`config.mk`:
```
export PLATFORM = sky130hd
export DESIGN_NAME = dual_stick_priority_mixer
export DESIGN_NICKNAME = d
export VERILOG_FILES = /design/src/hw/rtl/dspm_pkg.sv /design/src/hw/rtl/dspm_step.sv /design/src/hw/rtl/dual_stick_priority_mixer.sv
export SDC_FILE = /design/constraint.sdc
export NUM_CORES = 1
export LEC_CHECK = 0
export ABC_AREA = 0
export BUFFER_PORTS_ARGS = -buffer_cell sky130_fd_sc_hd__buf_2
export CORE_MARGIN = 2
export CORE_UTILIZATION = 45
export CTS_BUF_LIST = sky130_fd_sc_hd__clkbuf_8
export CTS_CLUSTER_DIAMETER = 150
export DETAILED_ROUTE_END_ITERATION = 10
export MAX_ROUTING_LAYER = met4
export PLACE_DENSITY = 0.65
export SYNTH_ARGS = -nofsm -noshare
export SYNTH_HDL_FRONTEND = slang
export SYNTH_SLANG_ARGS = --single-unit
```
`constraint.sdc`:
```
create_clock -name clock -period 9 [get_ports clock]
set_clock_uncertainty 0.2 [all_clocks]
set_input_delay 2.25 -clock clock [delete_from_list [all_inputs] [get_ports clock]]
set_output_delay 2.25 -clock clock [all_outputs]
set_load 0.01 [all_outputs]
```
`src/hw/rtl/dspm_pkg.sv`:
```
`default_nettype none

package dspm_pkg;

   // Widths of the transaction fields.
   localparam int ELAPSED_W = 10;
   localparam int AXIS_W    = 16;
   localparam int LIMIT_W   = 16;
   localparam int TIMER_W   = 17;

   // Fixed point: 16384 stands for 1.0.
   localparam logic signed [AXIS_W-1:0] AXIS_POS_ONE = 16'sd16384;
   localparam logic signed [AXIS_W-1:0] AXIS_NEG_ONE = -16'sd16384;

   // Hold limit after reset, in milliseconds.
   localparam logic [LIMIT_W-1:0] HOLD_LIMIT_RESET = 16'd45000;

   // The hold timer saturates here.
   localparam logic [TIMER_W-1:0] TIMER_MAX = 17'h1FFFF;

   // Largest value the timer can reach: the largest hold limit plus the largest tick.
   localparam logic [TIMER_W-1:0] TIMER_BOUND = 17'd66558;

   // One input transaction.
   typedef struct packed {
      logic [ELAPSED_W-1:0]     elapsed_ms;
      logic                     captain_button;
      logic                     officer_button;
      logic signed [AXIS_W-1:0] captain_pitch;
      logic signed [AXIS_W-1:0] captain_roll;
      logic signed [AXIS_W-1:0] officer_pitch;
      logic signed [AXIS_W-1:0] officer_roll;
   } dspm_req_type;

   // One result transaction.
   typedef struct packed {
      logic signed [AXIS_W-1:0] mixed_pitch;
      logic signed [AXIS_W-1:0] mixed_roll;
      logic                     captain_active;
      logic                     officer_active;
   } dspm_rsp_type;

   // Priority state carried from tick to tick.
   typedef struct packed {
      logic               captain_enable;
      logic               officer_enable;
      logic [TIMER_W-1:0] hold_timer;
      logic               captain_button_prev;
      logic               officer_button_prev;
   } dspm_state_type;

endpackage

`default_nettype wire

```
`src/hw/rtl/dspm_step.sv`:
```
`default_nettype none

module dspm_step (
   input  wire dspm_pkg::dspm_state_type state_cur,
   input  wire dspm_pkg::dspm_req_type   req,
   input  wire logic [15:0]              hold_limit_ms,
   output dspm_pkg::dspm_state_type      state_next,
   output dspm_pkg::dspm_rsp_type        rsp
);
   import dspm_pkg::*;

   // Negated sum of the enabled sticks, clamped to plus or minus one.
   function automatic logic signed [AXIS_W-1:0] mix_axis(
      input logic                     cap_en,
      input logic                     off_en,
      input logic signed [AXIS_W-1:0] cap,
      input logic signed [AXIS_W-1:0] off
   );
      logic signed [AXIS_W+1:0] sum;
      logic signed [AXIS_W+1:0] pos_one;
      logic signed [AXIS_W+1:0] neg_one;
      pos_one = {{2{AXIS_POS_ONE[AXIS_W-1]}}, AXIS_POS_ONE};
      neg_one = {{2{AXIS_NEG_ONE[AXIS_W-1]}}, AXIS_NEG_ONE};
      sum = '0;
      if (cap_en) begin
         sum = sum - {{2{cap[AXIS_W-1]}}, cap};
      end
      if (off_en) begin
         sum = sum - {{2{off[AXIS_W-1]}}, off};
      end
      if (sum > pos_one) begin
         mix_axis = AXIS_POS_ONE;
      end else if (sum < neg_one) begin
         mix_axis = AXIS_NEG_ONE;
      end else begin
         mix_axis = sum[AXIS_W-1:0];
      end
   endfunction

   logic [TIMER_W:0]   timer_sum;
   logic [TIMER_W-1:0] timer_counted;
   logic               timer_running;
   logic               captain_rise;
   logic               captain_fall;
   logic               officer_rise;
   logic               officer_fall;
   logic               limit_not_reached;

   // The timer runs while one stick holds sole control and the limit is not yet passed.
   assign timer_running = (!state_cur.captain_enable || !state_cur.officer_enable)
                          && (state_cur.hold_timer <= {1'b0, hold_limit_ms});
   assign timer_sum     = {1'b0, state_cur.hold_timer} + {{(TIMER_W+1-ELAPSED_W){1'b0}},
                                                          req.elapsed_ms};

   always_comb begin
      if (!timer_running) begin
         timer_counted = state_cur.hold_timer;
      end else if (timer_sum[TIMER_W]) begin
         timer_counted = TIMER_MAX;
      end else begin
         timer_counted = timer_sum[TIMER_W-1:0];
      end
   end

   // Button edges against the previous tick.
   assign captain_rise = !state_cur.captain_button_prev && req.captain_button;
   assign captain_fall = state_cur.captain_button_prev && !req.captain_button;
   assign officer_rise = !state_cur.officer_button_prev && req.officer_button;
   assign officer_fall = state_cur.officer_button_prev && !req.officer_button;

   // Rising edges grab control (the first officer wins a tie), then releases are checked.
   always_comb begin
      state_next = state_cur;
      state_next.hold_timer = timer_counted;
      if (captain_rise) begin
         state_next.captain_enable = 1'b1;
         state_next.officer_enable = 1'b0;
         state_next.hold_timer     = '0;
      end
      if (officer_rise) begin
         state_next.captain_enable = 1'b0;
         state_next.officer_enable = 1'b1;
         state_next.hold_timer     = '0;
      end
      limit_not_reached = state_next.hold_timer < {1'b0, hold_limit_ms};
      if ((captain_fall && state_next.captain_enable && limit_not_reached)
          || (officer_fall && state_next.officer_enable && limit_not_reached)) begin
         state_next.captain_enable = 1'b1;
         state_next.officer_enable = 1'b1;
      end
      state_next.captain_button_prev = req.captain_button;
      state_next.officer_button_prev = req.officer_button;
   end

   // Mix the axes with the enables after this tick.
   always_comb begin
      rsp.mixed_pitch    = mix_axis(state_next.captain_enable, state_next.officer_enable,
                                    req.captain_pitch, req.officer_pitch);
      rsp.mixed_roll     = mix_axis(state_next.captain_enable, state_next.officer_enable,
                                    req.captain_roll, req.officer_roll);
      rsp.captain_active = state_next.captain_enable;
      rsp.officer_active = state_next.officer_enable;
   end

endmodule

`default_nettype wire

```
`src/hw/rtl/dual_stick_priority_mixer.sv`:
```
// Dual side-stick priority mixer.
//
// Each request transaction carries one control tick: the milliseconds since
// the previous tick, both priority buttons and the pitch and roll of both
// sticks. Each tick yields exactly one response transaction with the mixed
// pitch and roll (negated sum of the active sticks, clamped to +-16384) and
// the two stick-active flags.
// The request is captured in an input register; the priority update and the
// mix run combinationally behind it and land in the response register. One
// tick can be accepted in every cycle while the receiver does not stall.
// When the receiver stalls, the response register holds and the input
// register still takes one more request, after which req_ready drops.
// The hold limit is written through csr_write_enable and csr_write_data; the user must
// write it only while no transaction is in flight, the block itself does not enforce this.
// Reset clears both stages, sets both sticks active, clears the hold timer and
// the button history, and loads the hold limit with 45000 ms.
`default_nettype none

module dual_stick_priority_mixer (
   input  wire logic        clock,
   input  wire logic        reset,
   input  wire logic        req_valid,
   output logic             req_ready,
   input  wire logic [9:0]  req_elapsed_ms,
   input  wire logic        req_captain_button,
   input  wire logic        req_officer_button,
   input  wire logic signed [15:0] req_captain_pitch,
   input  wire logic signed [15:0] req_captain_roll,
   input  wire logic signed [15:0] req_officer_pitch,
   input  wire logic signed [15:0] req_officer_roll,
   output logic             rsp_valid,
   input  wire logic        rsp_ready,
   output logic signed [15:0] rsp_mixed_pitch,
   output logic signed [15:0] rsp_mixed_roll,
   output logic             rsp_captain_active,
   output logic             rsp_officer_active,
   input  wire logic        csr_write_enable,
   input  wire logic [15:0] csr_write_data
);
   import dspm_pkg::*;

   logic           in_valid_ff, in_valid_in;
   dspm_req_type   in_req_ff, in_req_in;
   logic           out_valid_ff, out_valid_in;
   dspm_rsp_type   out_rsp_ff, out_rsp_in;
   dspm_state_type state_ff, state_in;
   dspm_state_type state_step;
   logic [LIMIT_W-1:0] hold_limit_ff, hold_limit_in;
   logic           req_take;
   logic           advance;

   // Handshake control: the input stage moves on when the response register is free.
   assign advance   = in_valid_ff && (!out_valid_ff || rsp_ready);
   assign req_ready = !in_valid_ff || advance;
   assign req_take  = req_valid && req_ready;

   always_comb begin
      in_req_in.elapsed_ms     = req_elapsed_ms;
      in_req_in.captain_button = req_captain_button;
      in_req_in.officer_button = req_officer_button;
      in_req_in.captain_pitch  = req_captain_pitch;
      in_req_in.captain_roll   = req_captain_roll;
      in_req_in.officer_pitch  = req_officer_pitch;
      in_req_in.officer_roll   = req_officer_roll;
   end

   assign in_valid_in   = req_take ? 1'b1 : (advance ? 1'b0 : in_valid_ff);
   assign out_valid_in  = advance ? 1'b1 : (rsp_ready ? 1'b0 : out_valid_ff);
   assign hold_limit_in = csr_write_enable ? csr_write_data : hold_limit_ff;

   // Priority update and mixing for the transaction in the input register.
   dspm_step u_step (
      .state_cur     (state_ff),
      .req           (in_req_ff),
      .hold_limit_ms (hold_limit_ff),
      .state_next    (state_step),
      .rsp           (out_rsp_in)
   );

   assign state_in = advance ? state_step : state_ff;

   // Control registers.
   always_ff @(posedge clock) begin
      if (reset) begin
         in_valid_ff                   <= 1'b0;
         out_valid_ff                  <= 1'b0;
         hold_limit_ff                 <= HOLD_LIMIT_RESET;
         state_ff.captain_enable       <= 1'b1;
         state_ff.officer_enable       <= 1'b1;
         state_ff.hold_timer           <= '0;
         state_ff.captain_button_prev  <= 1'b0;
         state_ff.officer_button_prev  <= 1'b0;
      end else begin
         in_valid_ff   <= in_valid_in;
         out_valid_ff  <= out_valid_in;
         hold_limit_ff <= hold_limit_in;
         state_ff      <= state_in;
      end
   end

   // Payload registers.
   always_ff @(posedge clock) begin
      if (req_take) begin
         in_req_ff <= in_req_in;
      end
      if (advance) begin
         out_rsp_ff <= out_rsp_in;
      end
   end

   assign rsp_valid          = out_valid_ff;
   assign rsp_mixed_pitch    = out_rsp_ff.mixed_pitch;
   assign rsp_mixed_roll     = out_rsp_ff.mixed_roll;
   assign rsp_captain_active = out_rsp_ff.captain_active;
   assign rsp_officer_active = out_rsp_ff.officer_active;

   // At least one stick always has control.
   assert property (@(posedge clock) disable iff (reset)
      state_ff.captain_enable || state_ff.officer_enable)
      else $error("both sticks disabled");

   // The hold timer never runs past the largest limit plus one tick.
   assert property (@(posedge clock) disable iff (reset)
      state_ff.hold_timer <= TIMER_BOUND)
      else $error("hold timer beyond bound");

   // A delivered result carries clamped axes.
   assert property (@(posedge clock) disable iff (reset)
      rsp_valid |-> (rsp_mixed_pitch <= AXIS_POS_ONE) && (rsp_mixed_pitch >= AXIS_NEG_ONE)
                    && (rsp_mixed_roll <= AXIS_POS_ONE) && (rsp_mixed_roll >= AXIS_NEG_ONE))
      else $error("mixed axis out of range");

   // The flags in a new result match the state it left behind.
   assert property (@(posedge clock) disable iff (reset)
      advance |=> (rsp_captain_active == state_ff.captain_enable)
                  && (rsp_officer_active == state_ff.officer_enable))
      else $error("active flags differ from state");

endmodule

`default_nettype wire

```
==> parameters.txt <==
Parameter                              Value

Run status
  Run status    finished clean

Global route
  Pin count of the biggest net entering global routing    77
  Vias in the first global route    8049
  GR Util All Layers    0.223
  Number of antenna violations at the first check in global routing    0
  Global-route wire length before repair    slightly above 40000 µm
  Final global-route overflow total    0

Synth
  Main combinational cell family by area after synthesis    simple AND/OR/NAND/NOR gates
  Ys async rst share    0
  Top FF cell, synth    sky130_fd_sc_hd__edfxtp_1
  Number of distinct standard cells referenced by the synthesized netlist    80
  Post-synthesis net count    ~1300
  Cell count after synthesis    1080
  Register bit count reported by yosys    between 100 and 150
  Synth Area per Inst    between 9 and 10 µm²
  Yosys warns    0
  Sequential-to-total area share from yosys stat    0.408
  XOR/XNOR Fraction of Synth Area    0.0507
  Number of flops mapped to enable cells by yosys    110
  Adder-cell share of the synthesized area    0.102
  Mux cell area share after synthesis    0.0112
  Post-Synthesis Cell Area    10000 µm²
  Synth Area in Compound Gates    0.182
  Simple-gate share of the synthesized area    0.201

Drt
  Average via count per standard cell    between 5 and 6
  Routed wire length    25100 µm
  Remaining design rule violation count    0
  Vias after detailed routing    between 8000 and 9000
  1st-pass router iterations    5
  Average wire length per cell after detail routing    around 17 µm
  Number of DRC violations after detailed-routing iteration 0    544
  Remaining antenna violation count    0

STA
  Unrepaired setup endpoints after global routing    no
  Final sum of negative setup slack    0 ns
  Period Utilization, post-route    0.911
  Remaining max-slew budget at the tightest pin    0.320
  Fin. max-slew vios    0
  Finish-stage setup viols    0
  Slew at the pin closest to its max-slew limit    ~1.0 ns
  Minimum clock period after layout    between 8 and 9 ns
  Maximum frequency from static timing analysis    0.122 GHz
  Final hold violations    0
  Worst setup margin    ~0.8 ns

Worst setup path
  Worst setup path category    flip-flop to flip-flop
  Largest fanout on the critical path    20
  Crit path required time    9.11 ns
  Cell family contributing the most delay on the critical path    compound AO/OA/AOI/OAI gates
  Data arrival, critical path    roughly 8.3 ns
  Startpoint Class    flip-flop
  Worst path buffer plus inverter count    3
  Delay of the slowest critical-path stage    around 0.58 ns
  Slowest cell on the critical path    sky130_fd_sc_hd__or4_4
  Crit-path most repeated cell    sky130_fd_sc_hd__ha_1
  Category of the worst setup path capture point    flip-flop

Clocking
  CTS sink count    between 100 and 150
  Number of clock buffers inserted by TritonCTS    17
  Total of cells resized after clock tree synthesis    0
  CTS H-tree depth    4
  Clock latency reported for the late side of the worst-skew pair    0.47 ns
  Setup repair bufs after CTS    0
  Clock tree from TritonCTS    yes
  Buffer depth of the longest clock path    2
  Clock transition time at the flip-flop clock pins of the worst setup and hold paths    roughly 0.090 ns
  Clock tree root driver cell    sky130_fd_sc_hd__clkbuf_8
  Hold buffer count at CTS    0

Final layout
  Utilization of the core after routing    0.522
  Relative area change from synthesis to final layout    13.8%
  Share of layout cells above drive strength 1    0.175
  Area of the multi-input gates    about 5500 µm²
  Number of antenna diodes    0
  Fill cells    2059
  Layout net count    1376
  Post-Layout Cell Count    1492
  Storage cell area    4080 µm²

Floorplan
  Overall die area    23500 µm²
  Core area    21800 µm²
  Overall die height    approximately 150 µm
  Io pins    133
  Standard-cell row count    between 50 and 60
  Effective utilization at floorplan    0.459
  Floorplan die width    153 µm

Placement
  Number of cells after detailed placement    1460
  GP Congestion    0.948
  Sum of net half-perimeters after detailed placement    between 15000 and 20000 µm
  Port Buf Inserts    about 130
  DP Worst Slack    0.414 ns

Job
  Maxcap violations    0

Pwr
  Maximum ir drop on the vdd rail    0.0000966 V
  Total leakage power    0.00468 µW
  Power per cell area    roughly 160 nW/µm²

Worst hold path
  Class of the most critical hold timing path    flip-flop to flip-flop
## synthesized netlist by cell type, types with 4 or more instances
master | n | area share
sky130_fd_sc_hd__a2111oi_0 | 4 | 0.0035
sky130_fd_sc_hd__a211oi_1 | 15 | 0.011
sky130_fd_sc_hd__a21o_1 | 9 | 0.0067
sky130_fd_sc_hd__a21oi_1 | 72 | 0.036
sky130_fd_sc_hd__a21oi_2 | 11 | 0.0096
sky130_fd_sc_hd__a22oi_1 | 4 | 0.0030
sky130_fd_sc_hd__a31o_2 | 7 | 0.0061
sky130_fd_sc_hd__a31oi_1 | 12 | 0.0075
sky130_fd_sc_hd__and2_1 | 7 | 0.0044
sky130_fd_sc_hd__and3_1 | 18 | 0.011
sky130_fd_sc_hd__buf_1 | 6 | 0.0022
sky130_fd_sc_hd__clkbuf_1 | 32 | 0.012
sky130_fd_sc_hd__dfxtp_1 | 39 | 0.078
sky130_fd_sc_hd__edfxtp_1 | 110 | 0.33
sky130_fd_sc_hd__ha_1 | 77 | 0.096
sky130_fd_sc_hd__inv_1 | 77 | 0.029
sky130_fd_sc_hd__mux2i_1 | 9 | 0.0090
sky130_fd_sc_hd__nand2_1 | 98 | 0.037
sky130_fd_sc_hd__nand2b_1 | 13 | 0.0081
sky130_fd_sc_hd__nand3_1 | 27 | 0.013
sky130_fd_sc_hd__nand4_1 | 14 | 0.0087
sky130_fd_sc_hd__nor2_1 | 105 | 0.039
sky130_fd_sc_hd__nor2b_1 | 23 | 0.014
sky130_fd_sc_hd__nor3_1 | 29 | 0.014
sky130_fd_sc_hd__nor4_1 | 13 | 0.0081
sky130_fd_sc_hd__o211ai_1 | 16 | 0.012
sky130_fd_sc_hd__o21a_1 | 16 | 0.012
sky130_fd_sc_hd__o21ai_0 | 38 | 0.019
sky130_fd_sc_hd__o21bai_1 | 5 | 0.0037
sky130_fd_sc_hd__o31a_1 | 4 | 0.0035
sky130_fd_sc_hd__o31ai_1 | 10 | 0.0075
sky130_fd_sc_hd__or2_2 | 6 | 0.0037
sky130_fd_sc_hd__or3_1 | 16 | 0.010
sky130_fd_sc_hd__or4_1 | 8 | 0.0060
sky130_fd_sc_hd__xnor2_1 | 33 | 0.029
sky130_fd_sc_hd__xor2_1 | 25 | 0.022
## metrics by stage
| step | total power [µW] | area, µm² | hold WS [ns] |
|---|---|---|---|
| floorplan | 1140 | 10000 | 0.253 |
| global placement | 1260 | 10900 | 0.268 |
| detailed placement | 1260 | 10900 | 0.280 |
| CTS | 1860 | 11400 | 0.291 |
| global route | 1950 | 11400 | 0.327 |
| finish | 1850 | 11400 | 0.289 |
## cell type report
class                      instances  area share
tap                              280      0.0307
clock inverter                    15      0.0188
sequential                       149       0.358
inverter                          78      0.0257
multi-input combinational        813       0.483
clock buffer                      17      0.0205
timing repair buffer             140      0.0632
## worst reg2reg max path: cells and delay by family (launching register included)
kind / cells / cell delay, ns
compound gates: 13 / 3.28
simple gates: 10 / 2.34
fa+ha+maj: 4 / 1.20
flops: 1 / 0.44
buf+inv: 3 / 0.43
xor+xnor: 1 / 0.16
## cell usage in the layout, fill, tap and decap left out, types with 12 or more instances in the layout
cell type,instances
sky130_fd_sc_hd__a211oi_1,15
sky130_fd_sc_hd__a21oi_1,71
sky130_fd_sc_hd__a21oi_2,12
sky130_fd_sc_hd__a31oi_1,12
sky130_fd_sc_hd__and3_1,18
sky130_fd_sc_hd__buf_2,132
sky130_fd_sc_hd__clkbuf_8,17
sky130_fd_sc_hd__dfxtp_1,39
sky130_fd_sc_hd__edfxtp_1,110
sky130_fd_sc_hd__ha_1,77
sky130_fd_sc_hd__inv_1,79
sky130_fd_sc_hd__nand2_1,98
sky130_fd_sc_hd__nand2b_1,13
sky130_fd_sc_hd__nand3_1,27
sky130_fd_sc_hd__nand4_1,14
sky130_fd_sc_hd__nor2_1,104
sky130_fd_sc_hd__nor2b_1,23
sky130_fd_sc_hd__nor3_1,29
sky130_fd_sc_hd__nor4_1,13
sky130_fd_sc_hd__o211ai_1,16
sky130_fd_sc_hd__o21a_1,16
sky130_fd_sc_hd__o21ai_0,38
sky130_fd_sc_hd__or3_1,16
sky130_fd_sc_hd__xnor2_1,33
sky130_fd_sc_hd__xor2_1,25
## power by group
part	switching [µW]	leakage, µW	total (µW)	internal (µW)
clock network	269	0.000238	597	328
registers	21.1	0.00137	807	786
logic	275	0.00307	448	174
## worst paths after layout
| check | from | endpoint | slack, ns | cells after the start |
|---|---|---|---|---|
| max | state_ff[3] | rsp_mixed_roll[2] | 0.80 | 31 |
| min | state_ff[0] | state_ff[0] | 0.29 | 2 |
| max reg2reg | state_ff[3] | rsp_mixed_roll[2] | 0.80 | 31 |
| min reg2reg | state_ff[0] | state_ff[0] | 0.29 | 2 |
## flip-flops by register name (all words and copies together), names as in the netlist
signal / flops
state_ff: 21
in_valid_ff: 1
rsp_officer_active: 1
in_req_ff: 76
hold_limit_ff: 16
rsp_captain_active: 1
rsp_mixed_roll: 16
rsp_mixed_pitch: 16
rsp_valid: 1
## kinds of logic (layout without fill, tap and decap cells)
logic type	Yosys count	in the layout
AND/OR/NAND/NOR	399	399
AO/OA/AOI/OAI	265	265
flip-flops	149	149
buffers and inverters	118	250
adder cells (fa/ha/maj)	80	80
XOR/XNOR	58	58
multiplexers	11	11
## layer usage
metal  vias to the layer above  GRT usage  part of all wire
met5                         -          -                 0
met3                        36     0.0371             0.045
met4                         0     0.0697             0.020
met2                       213      0.355              0.48
met1                      3942      0.292              0.46
li1                       4202          -                 -
Power figures use the tool's default switching activity.
